### config.mk
export PLATFORM = sky130hd
export DESIGN_NAME = keyed_substitution_encoder_flat
export DESIGN_NICKNAME = d
export VERILOG_FILES = /design/src/rtl/kse_pkg.sv /design/src/rtl/kse_ifs.sv /design/src/rtl/kse_front.sv /design/src/rtl/kse_queue.sv /design/src/rtl/kse_back.sv /design/src/rtl/keyed_substitution_encoder.sv /design/src/flat_wrapper.sv
export SDC_FILE = /design/constraint.sdc
export NUM_CORES = 1
export LEC_CHECK = 0
export BUFFER_PORTS_ARGS = -buffer_cell sky130_fd_sc_hd__buf_2
export CAP_MARGIN = 30
export CORE_ASPECT_RATIO = 0.6
export CORE_MARGIN = 5
export CORE_UTILIZATION = 55
export DETAILED_ROUTE_END_ITERATION = 10
export PLACE_DENSITY_LB_ADDON = 0.12
export SYNTH_ARGS = -nofsm -noshare
export SYNTH_HDL_FRONTEND = slang
export SYNTH_SLANG_ARGS = --single-unit
### constraint.sdc
create_clock -name clk -period 6.2 [get_ports clk]
set_input_delay 0.62 -clock clk [delete_from_list [all_inputs] [get_ports clk]]
set_output_delay 0.62 -clock clk [all_outputs]
set_load 0.02 [all_outputs]
### src/rtl/kse_pkg.sv
// Package: shared constants, types and lookup functions of the keyed substitution encoder.
`timescale 1ns / 1ps
`default_nettype none
package kse_pkg;

  localparam int KEY_LENGTH = 13;
  localparam int KPOS_W     = 4;
  localparam int Q_DEPTH    = 4;
  localparam int Q_PTR_W    = $clog2(Q_DEPTH);
  localparam int Q_CNT_W    = $clog2(Q_DEPTH + 1);

  // One encoded byte with the checksum after it, as passed from front to back.
  typedef struct packed {
    logic [7:0]  coded;
    logic [15:0] sum;
    logic        last;
  } kse_rec_t;

  typedef struct packed {
    logic full;
    logic empty;
  } kse_q_stat_t;

  function automatic logic [4:0] key_weight(input logic [KPOS_W-1:0] pos);
    logic [4:0] w;
    unique case (pos)
      4'd0:    w = 5'd9;
      4'd1:    w = 5'd2;
      4'd2:    w = 5'd5;
      4'd3:    w = 5'd8;
      4'd4:    w = 5'd1;
      4'd5:    w = 5'd7;
      4'd6:    w = 5'd3;
      4'd7:    w = 5'd4;
      4'd8:    w = 5'd13;
      4'd9:    w = 5'd18;
      4'd10:   w = 5'd11;
      4'd11:   w = 5'd5;
      4'd12:   w = 5'd17;
      default: w = 5'd9;  // out-of-range position acts as position zero
    endcase
    return w;
  endfunction

  function automatic logic [6:0] subst_code(input logic [7:0] c);
    logic [6:0] r;
    unique case (c)
      8'h30:   r = 7'd63;  // '0'
      8'h31:   r = 7'd12;
      8'h32:   r = 7'd37;
      8'h33:   r = 7'd13;
      8'h34:   r = 7'd64;
      8'h35:   r = 7'd65;
      8'h36:   r = 7'd22;
      8'h37:   r = 7'd23;
      8'h38:   r = 7'd30;
      8'h39:   r = 7'd31;
      8'h2e:   r = 7'd33;  // '.'
      8'h2a:   r = 7'd34;  // '*'
      8'h2c:   r = 7'd35;  // ','
      8'h5c:   r = 7'd36;  // backslash
      8'h0d:   r = 7'd50;  // CR
      8'h0a:   r = 7'd51;  // LF
      8'h3a:   r = 7'd66;  // ':'
      default: begin
        if (c >= 8'h61 && c <= 8'h6b)      r = 7'(c - 8'h61 + 8'd1);
        else if (c >= 8'h6c && c <= 8'h73) r = 7'(c - 8'h6c + 8'd14);
        else if (c >= 8'h74 && c <= 8'h79) r = 7'(c - 8'h74 + 8'd24);
        else if (c == 8'h7a)               r = 7'd32;
        else if (c >= 8'h41 && c <= 8'h4c) r = 7'(c - 8'h41 + 8'd38);
        else if (c >= 8'h4d && c <= 8'h57) r = 7'(c - 8'h4d + 8'd52);
        else                               r = 7'd0;
      end
    endcase
    return r;
  endfunction

endpackage
`default_nettype wire

### src/rtl/kse_ifs.sv
// Interfaces: input text channel and coded result channel.
`timescale 1ns / 1ps
`default_nettype none
interface kse_in_if;
  logic       valid;
  logic       ready;
  logic [7:0] text_byte;
  logic       end_of_text;
  modport source (output valid, output text_byte, output end_of_text, input ready);
  modport sink   (input valid, input text_byte, input end_of_text, output ready);
endinterface

interface kse_out_if;
  logic        valid;
  logic        ready;
  logic [7:0]  coded_byte;
  logic        is_trailer;
  logic        final_result;
  logic [15:0] checksum_value;
  modport source (output valid, output coded_byte, output is_trailer,
                  output final_result, output checksum_value, input ready);
  modport sink   (input valid, input coded_byte, input is_trailer,
                  input final_result, input checksum_value, output ready);
endinterface
`default_nettype wire

### src/rtl/kse_front.sv
// Front end: accepts text bytes, substitutes, adds key weight, keeps the checksum.
`timescale 1ns / 1ps
`default_nettype none
module kse_front (
  input  wire logic             clk,
  input  wire logic             rst_n,
  kse_in_if.sink                in_ch,
  input  wire kse_pkg::kse_q_stat_t q_stat,
  output logic                  q_push,
  output kse_pkg::kse_rec_t     q_rec
);
  import kse_pkg::*;

  logic [KPOS_W-1:0] key_pos_r, key_pos_nxt, pos_eff;
  logic [15:0]       sum_r, sum_nxt;
  logic [7:0]        coded;

  assign in_ch.ready = !q_stat.full;
  assign q_push      = in_ch.valid && in_ch.ready;

  always_comb begin
    pos_eff = (key_pos_r >= KPOS_W'(KEY_LENGTH)) ? '0 : key_pos_r;
    coded   = 8'(subst_code(in_ch.text_byte)) + 8'(key_weight(pos_eff));
    sum_nxt = sum_r + 16'(coded);
    key_pos_nxt = (pos_eff == KPOS_W'(KEY_LENGTH - 1)) ? '0 : pos_eff + 1'b1;
    q_rec.coded = coded;
    q_rec.sum   = sum_nxt;
    q_rec.last  = in_ch.end_of_text;
  end

  always_ff @(posedge clk) begin
    if (!rst_n) begin
      key_pos_r <= '0;
      sum_r     <= '0;
    end else if (q_push) begin
      // stream end: start the next one fresh
      key_pos_r <= in_ch.end_of_text ? '0 : key_pos_nxt;
      sum_r     <= in_ch.end_of_text ? '0 : sum_nxt;
    end
  end
endmodule
`default_nettype wire

### src/rtl/kse_queue.sv
// Small FIFO of encoded records between front and back.
`timescale 1ns / 1ps
`default_nettype none
module kse_queue (
  input  wire logic              clk,
  input  wire logic              rst_n,
  input  wire logic              push,
  input  wire kse_pkg::kse_rec_t wr_rec,
  input  wire logic              pop,
  output kse_pkg::kse_rec_t      rd_rec,
  output kse_pkg::kse_q_stat_t   stat
);
  import kse_pkg::*;

  kse_rec_t           mem_r [Q_DEPTH];
  logic [Q_PTR_W-1:0] wr_ptr_r, rd_ptr_r;
  logic [Q_CNT_W-1:0] cnt_r;
  logic               do_push, do_pop;

  assign stat.full  = (cnt_r == Q_CNT_W'(Q_DEPTH));
  assign stat.empty = (cnt_r == '0);
  assign do_push    = push && !stat.full;
  assign do_pop     = pop && !stat.empty;
  assign rd_rec     = mem_r[rd_ptr_r];

  always_ff @(posedge clk) begin
    if (do_push) mem_r[wr_ptr_r] <= wr_rec;
  end

  always_ff @(posedge clk) begin
    if (!rst_n) begin
      wr_ptr_r <= '0;
      rd_ptr_r <= '0;
      cnt_r    <= '0;
    end else begin
      if (do_push) wr_ptr_r <= wr_ptr_r + 1'b1;
      if (do_pop)  rd_ptr_r <= rd_ptr_r + 1'b1;
      unique case ({do_push, do_pop})
        2'b10:   cnt_r <= cnt_r + 1'b1;
        2'b01:   cnt_r <= cnt_r - 1'b1;
        default: cnt_r <= cnt_r;
      endcase
    end
  end
endmodule
`default_nettype wire

### src/rtl/kse_back.sv
// Back end: emits coded bytes and the two checksum trailer bytes per stream.
`timescale 1ns / 1ps
`default_nettype none
module kse_back (
  input  wire logic                 clk,
  input  wire logic                 rst_n,
  input  wire kse_pkg::kse_rec_t    q_rec,
  input  wire kse_pkg::kse_q_stat_t q_stat,
  output logic                      q_pop,
  kse_out_if.source                 out_ch
);
  import kse_pkg::*;

  typedef enum logic [1:0] {PH_DATA, PH_TR_LO, PH_TR_HI} phase_t;

  phase_t      phase_r;
  logic        out_valid_r;
  logic [7:0]  coded_r;
  logic        trailer_r;
  logic        final_r;
  logic [15:0] sum_r;
  logic        slot_free;

  assign slot_free = !out_valid_r || out_ch.ready;
  assign q_pop     = slot_free && (phase_r == PH_DATA) && !q_stat.empty;

  assign out_ch.valid          = out_valid_r;
  assign out_ch.coded_byte     = coded_r;
  assign out_ch.is_trailer     = trailer_r;
  assign out_ch.final_result   = final_r;
  assign out_ch.checksum_value = sum_r;

  always_ff @(posedge clk) begin
    if (!rst_n) begin
      phase_r     <= PH_DATA;
      out_valid_r <= 1'b0;
    end else if (slot_free) begin
      unique case (phase_r)
        PH_TR_LO: begin
          out_valid_r <= 1'b1;
          coded_r     <= sum_r[7:0];
          trailer_r   <= 1'b1;
          final_r     <= 1'b0;
          phase_r     <= PH_TR_HI;
        end
        PH_TR_HI: begin
          out_valid_r <= 1'b1;
          coded_r     <= sum_r[15:8];
          trailer_r   <= 1'b1;
          final_r     <= 1'b1;
          phase_r     <= PH_DATA;
        end
        default: begin
          out_valid_r <= !q_stat.empty;
          if (!q_stat.empty) begin
            coded_r   <= q_rec.coded;
            sum_r     <= q_rec.sum;
            trailer_r <= 1'b0;
            final_r   <= 1'b0;
            phase_r   <= q_rec.last ? PH_TR_LO : PH_DATA;
          end
        end
      endcase
    end
  end
endmodule
`default_nettype wire

### src/rtl/keyed_substitution_encoder.sv
// Top level of the keyed substitution encoder.
`timescale 1ns / 1ps
`default_nettype none
// Accepts one text byte per cycle while the queue has room and returns one
// coded byte per request; the request marked end_of_text adds two more
// results, the 16-bit checksum low byte then high byte, the latter flagged
// final_result, after which key position and checksum restart from zero.
// Table lookup, key add and checksum accumulate are combinational in the
// front end; a 4-entry queue decouples it from the output register. Sustained
// output is one result per cycle while the sink keeps ready high, so a stream
// of N bytes gives N + 2 results. A coded byte is written into the queue and
// then loaded into the output register before it is presented.
module keyed_substitution_encoder (
  input  wire logic clk,
  input  wire logic rst_n,
  kse_in_if.sink    in_ch,
  kse_out_if.source out_ch
);
  import kse_pkg::*;

  kse_q_stat_t q_stat;
  kse_rec_t    push_rec, head_rec;
  logic        q_push, q_pop;

  kse_front u_front (
    .clk    (clk),
    .rst_n  (rst_n),
    .in_ch  (in_ch),
    .q_stat (q_stat),
    .q_push (q_push),
    .q_rec  (push_rec)
  );

  kse_queue u_queue (
    .clk    (clk),
    .rst_n  (rst_n),
    .push   (q_push),
    .wr_rec (push_rec),
    .pop    (q_pop),
    .rd_rec (head_rec),
    .stat   (q_stat)
  );

  kse_back u_back (
    .clk    (clk),
    .rst_n  (rst_n),
    .q_rec  (head_rec),
    .q_stat (q_stat),
    .q_pop  (q_pop),
    .out_ch (out_ch)
  );

  a_no_overflow: assert property (@(posedge clk) disable iff (!rst_n)
    q_push |-> !q_stat.full)
    else $error("queue push while full");

  a_final_is_trailer: assert property (@(posedge clk) disable iff (!rst_n)
    out_ch.valid && out_ch.final_result |-> out_ch.is_trailer)
    else $error("final result not a trailer byte");

  a_hi_follows_lo: assert property (@(posedge clk) disable iff (!rst_n)
    out_ch.valid && out_ch.ready && out_ch.is_trailer && !out_ch.final_result
    |=> out_ch.valid && out_ch.is_trailer && out_ch.final_result)
    else $error("checksum high byte did not follow low byte");

  a_last_queued: assert property (@(posedge clk) disable iff (!rst_n)
    q_push && in_ch.end_of_text |=> !q_stat.empty)
    else $error("last request lost from queue");
endmodule
`default_nettype wire

### src/flat_wrapper.sv
// flat-port wrapper written by rule: the top's interface ports become plain ports
module keyed_substitution_encoder_flat import kse_pkg::*;
  (clk, rst_n, in_ch_valid, in_ch_text_byte, in_ch_end_of_text, in_ch_ready, out_ch_valid, out_ch_coded_byte, out_ch_is_trailer, out_ch_final_result, out_ch_checksum_value, out_ch_ready);
  kse_in_if in_ch_i ();
  kse_out_if out_ch_i ();
  input  wire logic clk;
  input  wire logic rst_n;
  input wire logic [$bits(in_ch_i.valid)-1:0] in_ch_valid;
  input wire logic [$bits(in_ch_i.text_byte)-1:0] in_ch_text_byte;
  input wire logic [$bits(in_ch_i.end_of_text)-1:0] in_ch_end_of_text;
  output wire logic [$bits(in_ch_i.ready)-1:0] in_ch_ready;
  output wire logic [$bits(out_ch_i.valid)-1:0] out_ch_valid;
  output wire logic [$bits(out_ch_i.coded_byte)-1:0] out_ch_coded_byte;
  output wire logic [$bits(out_ch_i.is_trailer)-1:0] out_ch_is_trailer;
  output wire logic [$bits(out_ch_i.final_result)-1:0] out_ch_final_result;
  output wire logic [$bits(out_ch_i.checksum_value)-1:0] out_ch_checksum_value;
  input wire logic [$bits(out_ch_i.ready)-1:0] out_ch_ready;
  assign in_ch_i.valid = in_ch_valid;
  assign in_ch_i.text_byte = in_ch_text_byte;
  assign in_ch_i.end_of_text = in_ch_end_of_text;
  assign in_ch_ready = in_ch_i.ready;
  assign out_ch_valid = out_ch_i.valid;
  assign out_ch_coded_byte = out_ch_i.coded_byte;
  assign out_ch_is_trailer = out_ch_i.is_trailer;
  assign out_ch_final_result = out_ch_i.final_result;
  assign out_ch_checksum_value = out_ch_i.checksum_value;
  assign out_ch_i.ready = out_ch_ready;
  keyed_substitution_encoder u_core (.clk(clk), .rst_n(rst_n), .in_ch(in_ch_i), .out_ch(out_ch_i));
endmodule
# == After elaboration in Yosys (flattened, before gate mapping) ==
# Memories as Yosys holds them, arrays and structs flattened. A register that Yosys moved wholly into a read port is not among the register bits.
# Cells that the tools add are included.
# totals
elab_cells,115
mem_count,2
romBits,80
register_bits,56
ramBits,100
# classes
mux,24
n_addsub,17
n_eq_ne,26
bitwise_logic,2
n_reduce_logical,22
order_cmp,11
# mem_list
name,depth,width,read_ports,rd_clocked_by_memory_dff,write_ports,line_no,text
u_core.u_queue.mem_r,4,25,1,1,1,kse_queue.sv:15,kse_rec_t mem_r [Q_DEPTH];
(name not given),16,5,1,0,0,kse_pkg.sv:26,unique case (pos)
# ops
operator,n
one-hot mux 7 bit (17 select lines),1
equality test 8 x 6 -> 1 bit (second input constant),14
two-way mux 7 bit,6
greater-or-equal comparator 8 x 7 -> 1 bit (second input constant),5
less-or-equal comparator 8 x 7 -> 1 bit (second input constant),5
subtractor 7 bit (second input constant),5
adder 16 x 8 -> 16 bit,1
equality test 8 x 4 -> 1 bit (second input constant),2
equality test 8 x 7 -> 1 bit (second input constant),2
two-way mux 16 bit,1
one-hot mux 8 bit (2 select lines),1
adder 7 x 6 -> 7 bit (second input constant),2
two-way mux 4 bit,3
logical AND 1 bit,10
adder 7 x 5 -> 8 bit,1
two-way mux 8 bit,1
adder 7 x 1 -> 7 bit (second input constant),1
adder 7 x 4 -> 7 bit (second input constant),1
adder 7 x 5 -> 7 bit (second input constant),1
two-way mux 2 bit,3
one-hot mux 3 bit (2 select lines),1
AND reduction 3 bit,2
two-way mux 1 bit,5
adder 2 x 1 -> 2 bit (second input constant),2
21 further kinds,26

# == Longest topological paths before layout ==
# Gate-level depths: netlist of the first run.
# depth
ltp_word,12
depth_mapped,26
depth_no_buf,25

# == By module ==
# Synthesis of the first run repeated with hierarchy kept, for this count alone.
# unflattened
hier_cells,672
area_unflattened_um2,8393.0
# by_module_without_submodules
mod,instances,area_each_um2,seq_area_each_um2,cells_each
kse_queue,1,4126.5,3183.1,185
kse_front,1,3086.7,400.4,407
kse_back,1,1179.9,840.8,80

# == Worst setup path before layout of the first run ==
# OpenSTA, ideal clock, no wires.
# synth_timing
path_kind,input-to-reg
startpoint,input in_ch_text_byte[3]
endpoint,register u_core.u_front.sum_r[15]
required_time_ps,6126
setup_slack_ps,1261
n_path_buf,2
arrival_ps,4865
stages,25
path_cell_list,clkbuf_1 > inv_1 > ha_1 > clkbuf_2 > a21oi_2 > nor3_2 > a22o_1 > o21a_1 > o21ai_0 > o311ai_0 > fa_1 > a21oi_1 > nor2_1 > nor2_1 > inv_1 > a21oi_1 > nor2_1 > xnor2_1 > ha_1 > a21oi_1 > o211ai_1 > a31o_2 > nand4_1 > or3_1 > a31oi_1
# synth_lines
item,line_no,text
"start, declared",flat_wrapper.sv:9,input wire logic [$bits(in_ch_i.text_byte)-1:0] in_ch_text_byte;
"end signal, assigned",kse_front.sv:38,sum_r <= in_ch.end_of_text ? '0 : sum_nxt;
"end, declared",kse_front.sv:15,"logic [15:0] sum_r, sum_nxt;"

==> results.json, run 1 <==
{
  "run_status": "finished clean",
  "crit_chain": "buf_2 -> inv_1 -> ha_1 -> inv_1 -> a21o_1 -> nor3_2 -> nor3_1 -> o21a_1 -> o21ai_0 -> o311ai_0 -> ha_1 -> a21o_1 -> a21oi_1 -> o21bai_1 -> a21oi_1 -> xor2_1 -> ha_1 -> a21boi_0 -> o211ai_1 -> a21oi_1 -> xor2_1 -> buf_4",
  "synth.distinct_cells": 66,
  "synth_area_leaders": "edfxtp_1 48%, dfxtp_1 8.1%, mux4_2 7.1%",
  "tns_ns": 0,
  "synth_fp_nets": 700,
  "drive_gt1_share_pct": 18.1,
  "portBuffers": 40,
  "vias": 5596,
  "cts_hold_buf": 0,
  "final_antenna_net_count": 0,
  "clock_path_buffers": 2,
  "cts_tree": "done",
  "drc": 0,
  "die_y_um": 103,
  "antenna_found_initial": 0,
  "syn_inst": 643,
  "h-tree-depth": 4,
  "clock_skew_ns": 0.0127,
  "netlist.area_leader.share_pct": 47.7,
  "final_nets": 745,
  "period_minus_slack_ns": 5.75,
  "clock_sinks": 158,
  "crit_type": "input pin to flop",
  "cts_resized": 0,
  "rsz0062_at_grt": "no",
  "place.gp.congestion": 1.00,
  "synth-xor-area-share_pct": 2.98,
  "synth-adder-area-share_pct": 7.22,
  "post-cts-setup-buffers": 0,
  "holdCritPathClass": "flop to flop",
  "synth_top_family_by_area": "compound AO/OA/AOI/OAI gates",
  "io_pins": 41,
  "crit_required_ns": 6.37,
  "yosys_most_used_dff": "edfxtp_1",
  "synth_top_area_cell": "edfxtp_1",
  "max_slew_margin_pct": 50.7,
  "hold_viol": 0,
  "netlist_area_mm2": 0.00793,
  "diodes": 0,
  "cap_violations": 0,
  "utilization_pct": 62.8,
  "initial_core_util_pct": 55.5,
  "maxSlewViolCount": 0,
  "critical_path.top_delay_family": "compound AO/OA/AOI/OAI gates",
  "cts_root_buf": "clkbuf_16",
  "async_reset_ff_share_pct": 0,
  "yosys.cell_count.top_type": "edfxtp_1",
  "critPathMaxStageDelay_ns": 0.50,
  "synthMuxAreaShare_pct": 7.76,
  "cp_slowest_cell": "nor3_2",
  "cp-end-kind": "flop",
  "synthTopCellsByCount": "126 x edfxtp_1, 50 x nand2_1, 49 x a21oi_1, 49 x nor2_1, 41 x ha_1",
  "grt_pass1_wl_um": 30200,
  "n_fill_cell": 1126,
  "wire_per_inst_um": 21.8,
  "arrival_ns": 5.92,
  "drt_iter0_markers": 954,
  "cp_max_fo": 11,
  "coreArea_mm2": 0.0143,
  "ys_seq_elements": 158,
  "overflow": 0,
  "ir_drop_mv": 0.248,
  "wl_um": 19600,
  "area_growth_syn_to_layout_pct": 13.1,
  "die_area_mm2": 0.0170,
  "viasPerCell": 6.22,
  "syn_area_per_cell_um2": 12.3,
  "clock_latency_ns": 0.42,
  "die-width_um": 165,
  "grt_pass1_vias": 5226,
  "timing.final.crit_share_pct": 92.7,
  "synth_edf_count": 126,
  "setup_violations": 0,
  "synth-compound-area-share_pct": 12.4,
  "ys_seq_area_share_pct": 55.8,
  "leakage_uw": 0.00328,
  "path_buf_inv": 4,
  "grt_start_max_net_pins": 30,
  "worst_setup_path_start_kind": "input pin",
  "num_rows": 34,
  "yosys_warnings": 0,
  "worst_slew_pin_slew_ns": 0.732,
  "power.density_mw_per_mm2": 377,
  "fmax_ghz": 0.174,
  "drt_pass1_iterations": 5,
  "grt.total_usage_pct": 23.9,
  "path_clk_slew_ns": 0.07,
  "synth_simple_gate_area_share_pct": 11.0,
  "dp_hpwl_um": 14100,
  "cts_made_buffers": 17
}
-- placed cells by master (no fill, tap or decap), types with 12 or more instances in the layout --
cell type	synthesis	final
a21oi_1	49	49
a22oi_1	15	15
buf_2	7	40
buf_4	1	15
clkbuf_16	0	17
dfxtp_1	32	31
edfxtp_1	126	126
ha_1	41	41
inv_1	25	25
mux4_2	25	25
nand2_1	50	50
nor2_1	49	49
o21ai_0	24	24
or3_1	12	12
xnor2_1	15	15
xor2_1	12	12
-- where the power goes --
| part | total, µW | switching [µW] | internal, µW |
|---|---|---|---|
| registers | 1480 | 73.1 | 1410 |
| clock network | 991 | 431 | 560 |
| logic | 911 | 573 | 338 |
| total | 3380 | 1080 | 2300 |
-- sequential cells by signal, summed over array words and instances, names as in the netlist, named ones only --
name                                 cells
u_core.u_queue.mem_r                   100
u_core.u_queue.rd_ptr_r                  2
u_core.u_back.out_ch.coded_byte          8
u_core.u_back.out_ch.is_trailer          1
u_core.u_front.sum_r                    16
u_core.u_queue.wr_ptr_r                  2
u_core.u_front.key_pos_r                 4
u_core.u_back.phase_r                    2
u_core.u_back.out_ch.valid               1
u_core.u_back.out_ch.checksum_value     16
u_core.u_back.out_ch.final_result        1
u_core.u_queue.cnt_r                     3
-- worst paths after layout --
| path | startpoint | endpoint | slack, ns | cells past startpoint |
|---|---|---|---|---|
| worst min-delay path | u_core.u_front.sum_r[0] | u_core.u_front.sum_r[0] | 0.47 | 2 |
| worst max-delay path | in_ch_text_byte[1] | u_core.u_queue.mem_r[3][13] | 0.45 | 22 |
| worst min register to register | u_core.u_front.sum_r[0] | u_core.u_front.sum_r[0] | 0.47 | 2 |
| worst max register to register | u_core.u_front.key_pos_r[3] | u_core.u_queue.mem_r[3][13] | 1.28 | 19 |
-- stage by stage --
stage / worst slack [ns] / total power (µW) / cells / hold WS [ns] / instance area [µm²]
detailed placement: 0.206 / 2390 / 865 / 0.453 / 8360
global placement: 0.393 / 2360 / 865 / 0.446 / 8360
finish: 0.454 / 3380 / 899 / 0.473 / 8970
global route: 0.156 / 3550 / 899 / 0.487 / 8970
floorplan: 1.26 / 2090 / 643 / 0.436 / 7930
CTS: 0.609 / 3380 / 897 / 0.461 / 8930
-- cells by family (layout without fill, tap and decap cells) --
family,Yosys count,in the layout
AOI/OAI and AO/OA,152,152
DFF,158,158
adders and majority gates,44,44
and+or+nand+nor,176,176
muxes,30,30
buffers and inverters,56,114
xor gates and xnor gates,27,27
-- cell type report --
class	instances	area (µm²)	share of cell area [%]
Clock buffer	18	429	4.78
Clock inverter	14	134	1.49
Inverter	25	93.8	1.05
Multi-Input combinational cell	429	3280	36.6
Sequential cell	158	4430	49.3
Tap cell	198	248	2.76
Timing Repair Buffer	57	360	4.02
-- per-layer routing --
metal	GRT usage (%)	wire length (µm)	up-vias	share of wire, %
met5	0	0	-	0
met2	31.7	7810	264	40
met4	4.92	214	0	1.1
li1	-	-	2527	-
met1	38.6	9450	2785	48
met3	6.87	2120	20	11
-- worst min-delay path, stage by stage, from the launching register on --
cell,delay (ns)
dfxtp_1,0.32
nand2_1,0.06
a21oi_1,0.05
Power figures use the tool's default switching activity.
==> run 2: changes to the inputs <==
CORE_UTILIZATION = 60   (was 55)
==> run 2 against run 1 <==
Worst hold slack got worse by 0.013 ns. Register-to-register slack gained 0.02 ns. Utilization grew 6.7 points. Clock skew rose by 0.0019 ns. Final area down 0.20%. Sequential cell count did not move.
==> results.json, run 2 (same netlist as run 1, synthesis figures left out) <==
{
  "r2r_slack_ns": 1.30,
  "grt_start_max_net_pins": 29,
  "place.gp.congestion": 0.978,
  "dp_hpwl_um": 13800,
  "r2r-end": "u_core.u_front.sum_r[15]",
  "drc": 0,
  "grt_pass1_wl_um": 30300,
  "ir_drop_mv": 0.241,
  "power_frac_comb_pct": 26.6,
  "drt_iter0_markers": 761,
  "worst_slew_pin_slew_ns": 0.846,
  "layout_common_cells": "126 x edfxtp_1, 50 x nand2_1, 49 x nor2_1, 49 x a21oi_1, 41 x ha_1",
  "cp_max_fo": 10,
  "hold_viol": 0,
  "die-width_um": 158,
  "arrival_ns": 6.02,
  "rr_worst_depth": 22,
  "coreArea_mm2": 0.0129,
  "cts_made_buffers": 17,
  "worst_setup_path_start_kind": "input pin",
  "drive_gt1_share_pct": 18.2,
  "setup_violations": 0,
  "worstHoldStart": "u_core.u_front.sum_r[0]",
  "tns_ns": 0,
  "clockPowerShare_pct": 30.5,
  "final_nets": 746,
  "swShare_pct": 31.7,
  "max_slew_margin_pct": 43.4,
  "drt_pass1_iterations": 5,
  "largest-register": "u_core.u_queue.mem_r",
  "clock_path_buffers": 2,
  "leakage_uw": 0.00330,
  "holdWs_ns": 0.460,
  "h-tree-depth": 4,
  "vias": 5536,
  "cts_tree": "done",
  "cp-end-kind": "flop",
  "diodes": 0,
  "initial_core_util_pct": 61.5,
  "maxSlewViolCount": 0,
  "cts_hold_buf": 0,
  "die_y_um": 99.1,
  "rsz0062_at_grt": "no",
  "met3_length_um": 2550,
  "die_area_mm2": 0.0157,
  "critPathLaunch": "in_ch_text_byte[3]",
  "p_switching_uw": 1090,
  "area_growth_syn_to_layout_pct": 12.9,
  "routed.top_layer": "met4",
  "num_rows": 32,
  "timing.final.crit_share_pct": 91.6,
  "seqPwrFrac_pct": 42.9,
  "clock_sinks": 158,
  "hold-path-endpoint": "u_core.u_front.sum_r[0]",
  "p_int_uw": 2340,
  "clock_latency_ns": 0.41,
  "post-cts-setup-buffers": 0,
  "power.density_mw_per_mm2": 383,
  "hold_depth": 2,
  "met2_length_um": 7890,
  "wire_per_inst_um": 22.4,
  "crit_type": "input pin to flop",
  "wl_um": 19600,
  "holdCritPathClass": "flop to flop",
  "wl_met1_um": 8890,
  "clock_skew_ns": 0.0146,
  "crit_required_ns": 6.54,
  "cap_violations": 0,
  "n_fill_cell": 882,
  "portBuffers": 40,
  "largest_reg_flops": 100,
  "viasPerCell": 6.35,
  "grt_pass1_vias": 5166,
  "io_pins": 41,
  "r2r_start": "u_core.u_front.key_pos_r[2]",
  "final_common_cell": "edfxtp_1",
  "run_status": "finished clean",
  "fmax_ghz": 0.176,
  "period_minus_slack_ns": 5.68,
  "final_antenna_net_count": 0,
  "overflow": 0,
  "path_clk_slew_ns": 0.07,
  "antenna_found_initial": 0,
  "cts_root_buf": "clkbuf_16",
  "grt.total_usage_pct": 26.0
}
[run 2: cell types whose count changed in the layout (fill, tap and decap cells not counted), sizes merged]
cell	previous run	this run
buf	57	58
inv	31	33
clkinv	4	1
bufinv	1	2
[run 2: worst max-delay path by stage]
stage                                  endpoint  slack, ns
global route           u_core.u_front.sum_r[15]       0.08
detailed placement  u_core.u_queue.mem_r[0][14]       0.21
floorplan              u_core.u_front.sum_r[15]       1.26
CTS                 u_core.u_queue.mem_r[3][14]       0.60
finish                 u_core.u_front.sum_r[15]       0.52
global placement    u_core.u_queue.mem_r[0][14]       0.17
[run 2: worst max-delay path, cell delays in order]
cell and delay [ns]:
buf_2 0.18, inv_1 0.15, ha_1 0.34, nand2_1 0.12
a311oi_1 0.60, nand2b_1 0.28, or3_1 0.39, a41oi_1 0.21
a21oi_1 0.12, o21ai_1 0.16, ha_1 0.28, a21oi_1 0.16
nor2_1 0.05, nor2_1 0.14, inv_1 0.06, a21oi_1 0.13
nor2_1 0.07, xnor2_1 0.41, ha_1 0.30, a21oi_1 0.09
o211ai_1 0.14, a31o_2 0.28, nand4_1 0.19, or3_1 0.39
a31oi_1 0.16
[run 2: routing by layer]
metal	GRT usage (%)	vias to the layer above
li1	-	2529
met1	41.0	2652
met2	34.4	334
met3	9.08	21
met4	6.03	0
met5	0	-
[run 2: cell type report]
type / instances / area (µm²) / share of cell area [%]
Clock buffer: 18 / 429 / 4.79
Tap cell: 170 / 213 / 2.37
Inverter: 25 / 93.8 / 1.05
Clock inverter: 14 / 171 / 1.91
Sequential cell: 158 / 4420 / 49.4
Timing Repair Buffer: 58 / 335 / 3.74
Multi-Input combinational cell: 429 / 3290 / 36.7
[run 2: stage by stage]
| step | cells | total power [µW] | setup slack (ns) | cell area [µm²] | utilization, % |
|---|---|---|---|---|---|
| 2_1_floorplan | 643 | 2090 | 1.26 | 7930 | - |
| 3_3_place_gp | 840 | 2360 | 0.171 | 8350 | 64.8 |
| 3_5_place_dp | 840 | 2400 | 0.208 | 8350 | 64.8 |
| 4_1_cts | 872 | 3450 | 0.597 | 8950 | 69.4 |
| 5_1_grt | 872 | 3610 | 0.0803 | 8960 | 69.5 |
| 6_report | 872 | 3430 | 0.521 | 8960 | 69.5 |
[run 2: what timing repair did]
item	4_1_cts	5_1_grt
endpoints found under the hold margin	0	0
endpoints found under the setup margin	0	4
gates resized for setup	0	1
[run 2: power by group through the flow]
stage	registers (µW)	logic, µW	clock network [µW]
global route	1490	1000	1120
global placement	1480	879	0
finish	1470	913	1050
CTS	1470	913	1060
floorplan	1560	530	0
detailed placement	1490	904	0
==> run 3: changes to the inputs <==
RECOVER_POWER = 100   (was unset)
==> run 3 against run 2 <==
The flow now finishes with violations (max-capacitance violations, max-slew violations). Largest power group unchanged. Sequential cell count stayed put. Cell count stayed put. Critical path depth stayed put. Non-clock buffer count stayed put. Power is 0.53% lower. Worst hold slack worse by 0.0021 ns. Sequential power hardly changed. First-iteration DRC count is 4.9% lower.
==> results.json, run 3 (same netlist as run 1, synthesis figures left out) <==
{
  "clock_path_buffers": 2,
  "diodes": 0,
  "final_antenna_net_count": 0,
  "path_clk_slew_ns": 0.06,
  "grt_util_met1_pct": 41.0,
  "leakage_uw": 0.00318,
  "wl_um": 19600,
  "drive_gt1_share_pct": 12.7,
  "cp_max_fo": 10,
  "vias": 5561,
  "coreArea_mm2": 0.0129,
  "tns_ns": 0,
  "clock_sinks": 158,
  "die-width_um": 158,
  "portBuffers": 40,
  "holdWs_ns": 0.458,
  "power.density_mw_per_mm2": 384,
  "worst_path_most_repeated_cell": "a21oi_1",
  "wire_per_inst_um": 22.5,
  "drt_pass1_iterations": 5,
  "use_met3_pct": 9.08,
  "arrival_ns": 5.85,
  "grt_pass1_vias": 5166,
  "multiInputGateArea_mm2": 0.00329,
  "clock_latency_ns": 0.41,
  "cap_violations": 5,
  "timing.final.crit_share_pct": 92.1,
  "holdCritPathClass": "flop to flop",
  "overflow": 0,
  "critical_path.top_delay_family": "compound AO/OA/AOI/OAI gates",
  "worst_setup_path_start_kind": "input pin",
  "h-tree-depth": 4,
  "hold_viol": 0,
  "maxSlewViolCount": 130,
  "setup_violations": 0,
  "largest-register": "u_core.u_queue.mem_r",
  "met2_usage_pct": 34.4,
  "crit_type": "input pin to flop",
  "grt_pass1_wl_um": 30300,
  "grt.total_usage_pct": 26.0,
  "final_common_cell": "edfxtp_1",
  "crit_required_ns": 6.34,
  "worst_slew_pin_slew_ns": 2.35,
  "violations": "max-capacitance violations, max-slew violations",
  "r2r_slack_ns": 1.28,
  "layout_common_cells": "126 x edfxtp_1, 50 x nand2_1, 49 x nor2_1, 49 x a21oi_1, 41 x ha_1",
  "period_minus_slack_ns": 5.71,
  "dp_hpwl_um": 13800,
  "n_fill_cell": 915,
  "post-cts-setup-buffers": 0,
  "cts_root_buf": "clkbuf_16",
  "grt_start_max_net_pins": 29,
  "max_slew_margin_pct": -56.9,
  "num_rows": 32,
  "critPathMaxStageDelay_ns": 0.60,
  "io_pins": 41,
  "cts_made_buffers": 17,
  "fmax_ghz": 0.175,
  "die_y_um": 99.1,
  "die_area_mm2": 0.0157,
  "path_buf_inv": 4,
  "cts_tree": "done",
  "critPathLaunch": "in_ch_text_byte[3]",
  "antenna_found_initial": 0,
  "largest_reg_flops": 100,
  "r2r_start": "u_core.u_front.key_pos_r[2]",
  "regArea_mm2": 0.00442,
  "drt_iter0_markers": 724,
  "clock_skew_ns": 0.0144,
  "cp-end-kind": "flop",
  "drc": 0,
  "initial_core_util_pct": 61.5,
  "ir_drop_mv": 0.231,
  "worstHoldStart": "u_core.u_front.sum_r[0]",
  "run_status": "finished, violations left",
  "place.gp.congestion": 0.978,
  "cp_slowest_cell": "a311oi_1",
  "viasPerCell": 6.38,
  "final_nets": 746,
  "rsz0062_at_grt": "no",
  "area_growth_syn_to_layout_pct": 11.9,
  "busiest_layer": "met1"
}
run 3: worst min-delay path, cell delays in order (launching register included):
cell	delay (ns)
dfxtp_1	0.31
nand2_1	0.05
a21oi_1	0.05
run 3: where the power goes:
group	switching [µW]	internal, µW
Combinational	583	307
Sequential	68.7	1410
Clock	437	609
Total	1090	2330
run 3: worst paths after layout:
check / end / depth (start not counted)
setup / recovery: u_core.u_queue.mem_r[0][10] / 25
hold / removal: u_core.u_front.sum_r[0] / 2
setup reg to reg: u_core.u_queue.mem_r[0][10] / 22
hold reg to reg: u_core.u_front.sum_r[0] / 2
run 3: repair_timing:
action                                  CTS  global route
endpoints found under the hold margin     0             0
hold buffers                              0             0
endpoints found under the setup margin    0             4
resized for setup                         0             1
run 3: final cells by class:
class / instances / share of cell area, %
inverter: 25 / 1.06
clock inverter: 14 / 1.93
multi-input combinational: 429 / 37.0
sequential: 158 / 49.8
timing repair buffer: 58 / 2.96
tap: 170 / 2.40
clock buffer: 18 / 4.83
run 3: through the flow:
| stage | util, % | worst slack (ns) | cell area [µm²] | power, µW | instances |
|---|---|---|---|---|---|
| after floorplan | - | 1.26 | 7930 | 2090 | 643 |
| after global placement | 64.8 | 0.171 | 8350 | 2360 | 840 |
| after detailed placement | 64.8 | 0.208 | 8350 | 2400 | 840 |
| after CTS | 69.4 | 0.597 | 8950 | 3450 | 872 |
| after global routing | 68.9 | 0.0803 | 8880 | 3590 | 872 |
| final | 68.9 | 0.489 | 8880 | 3410 | 872 |
run 3: per-layer routing:
metal / vias up / part of all wire (%)
li1: 2526 / -
met1: 2693 / 46
met2: 316 / 40
met3: 26 / 12
met4: 0 / 1.3
met5: - / 0
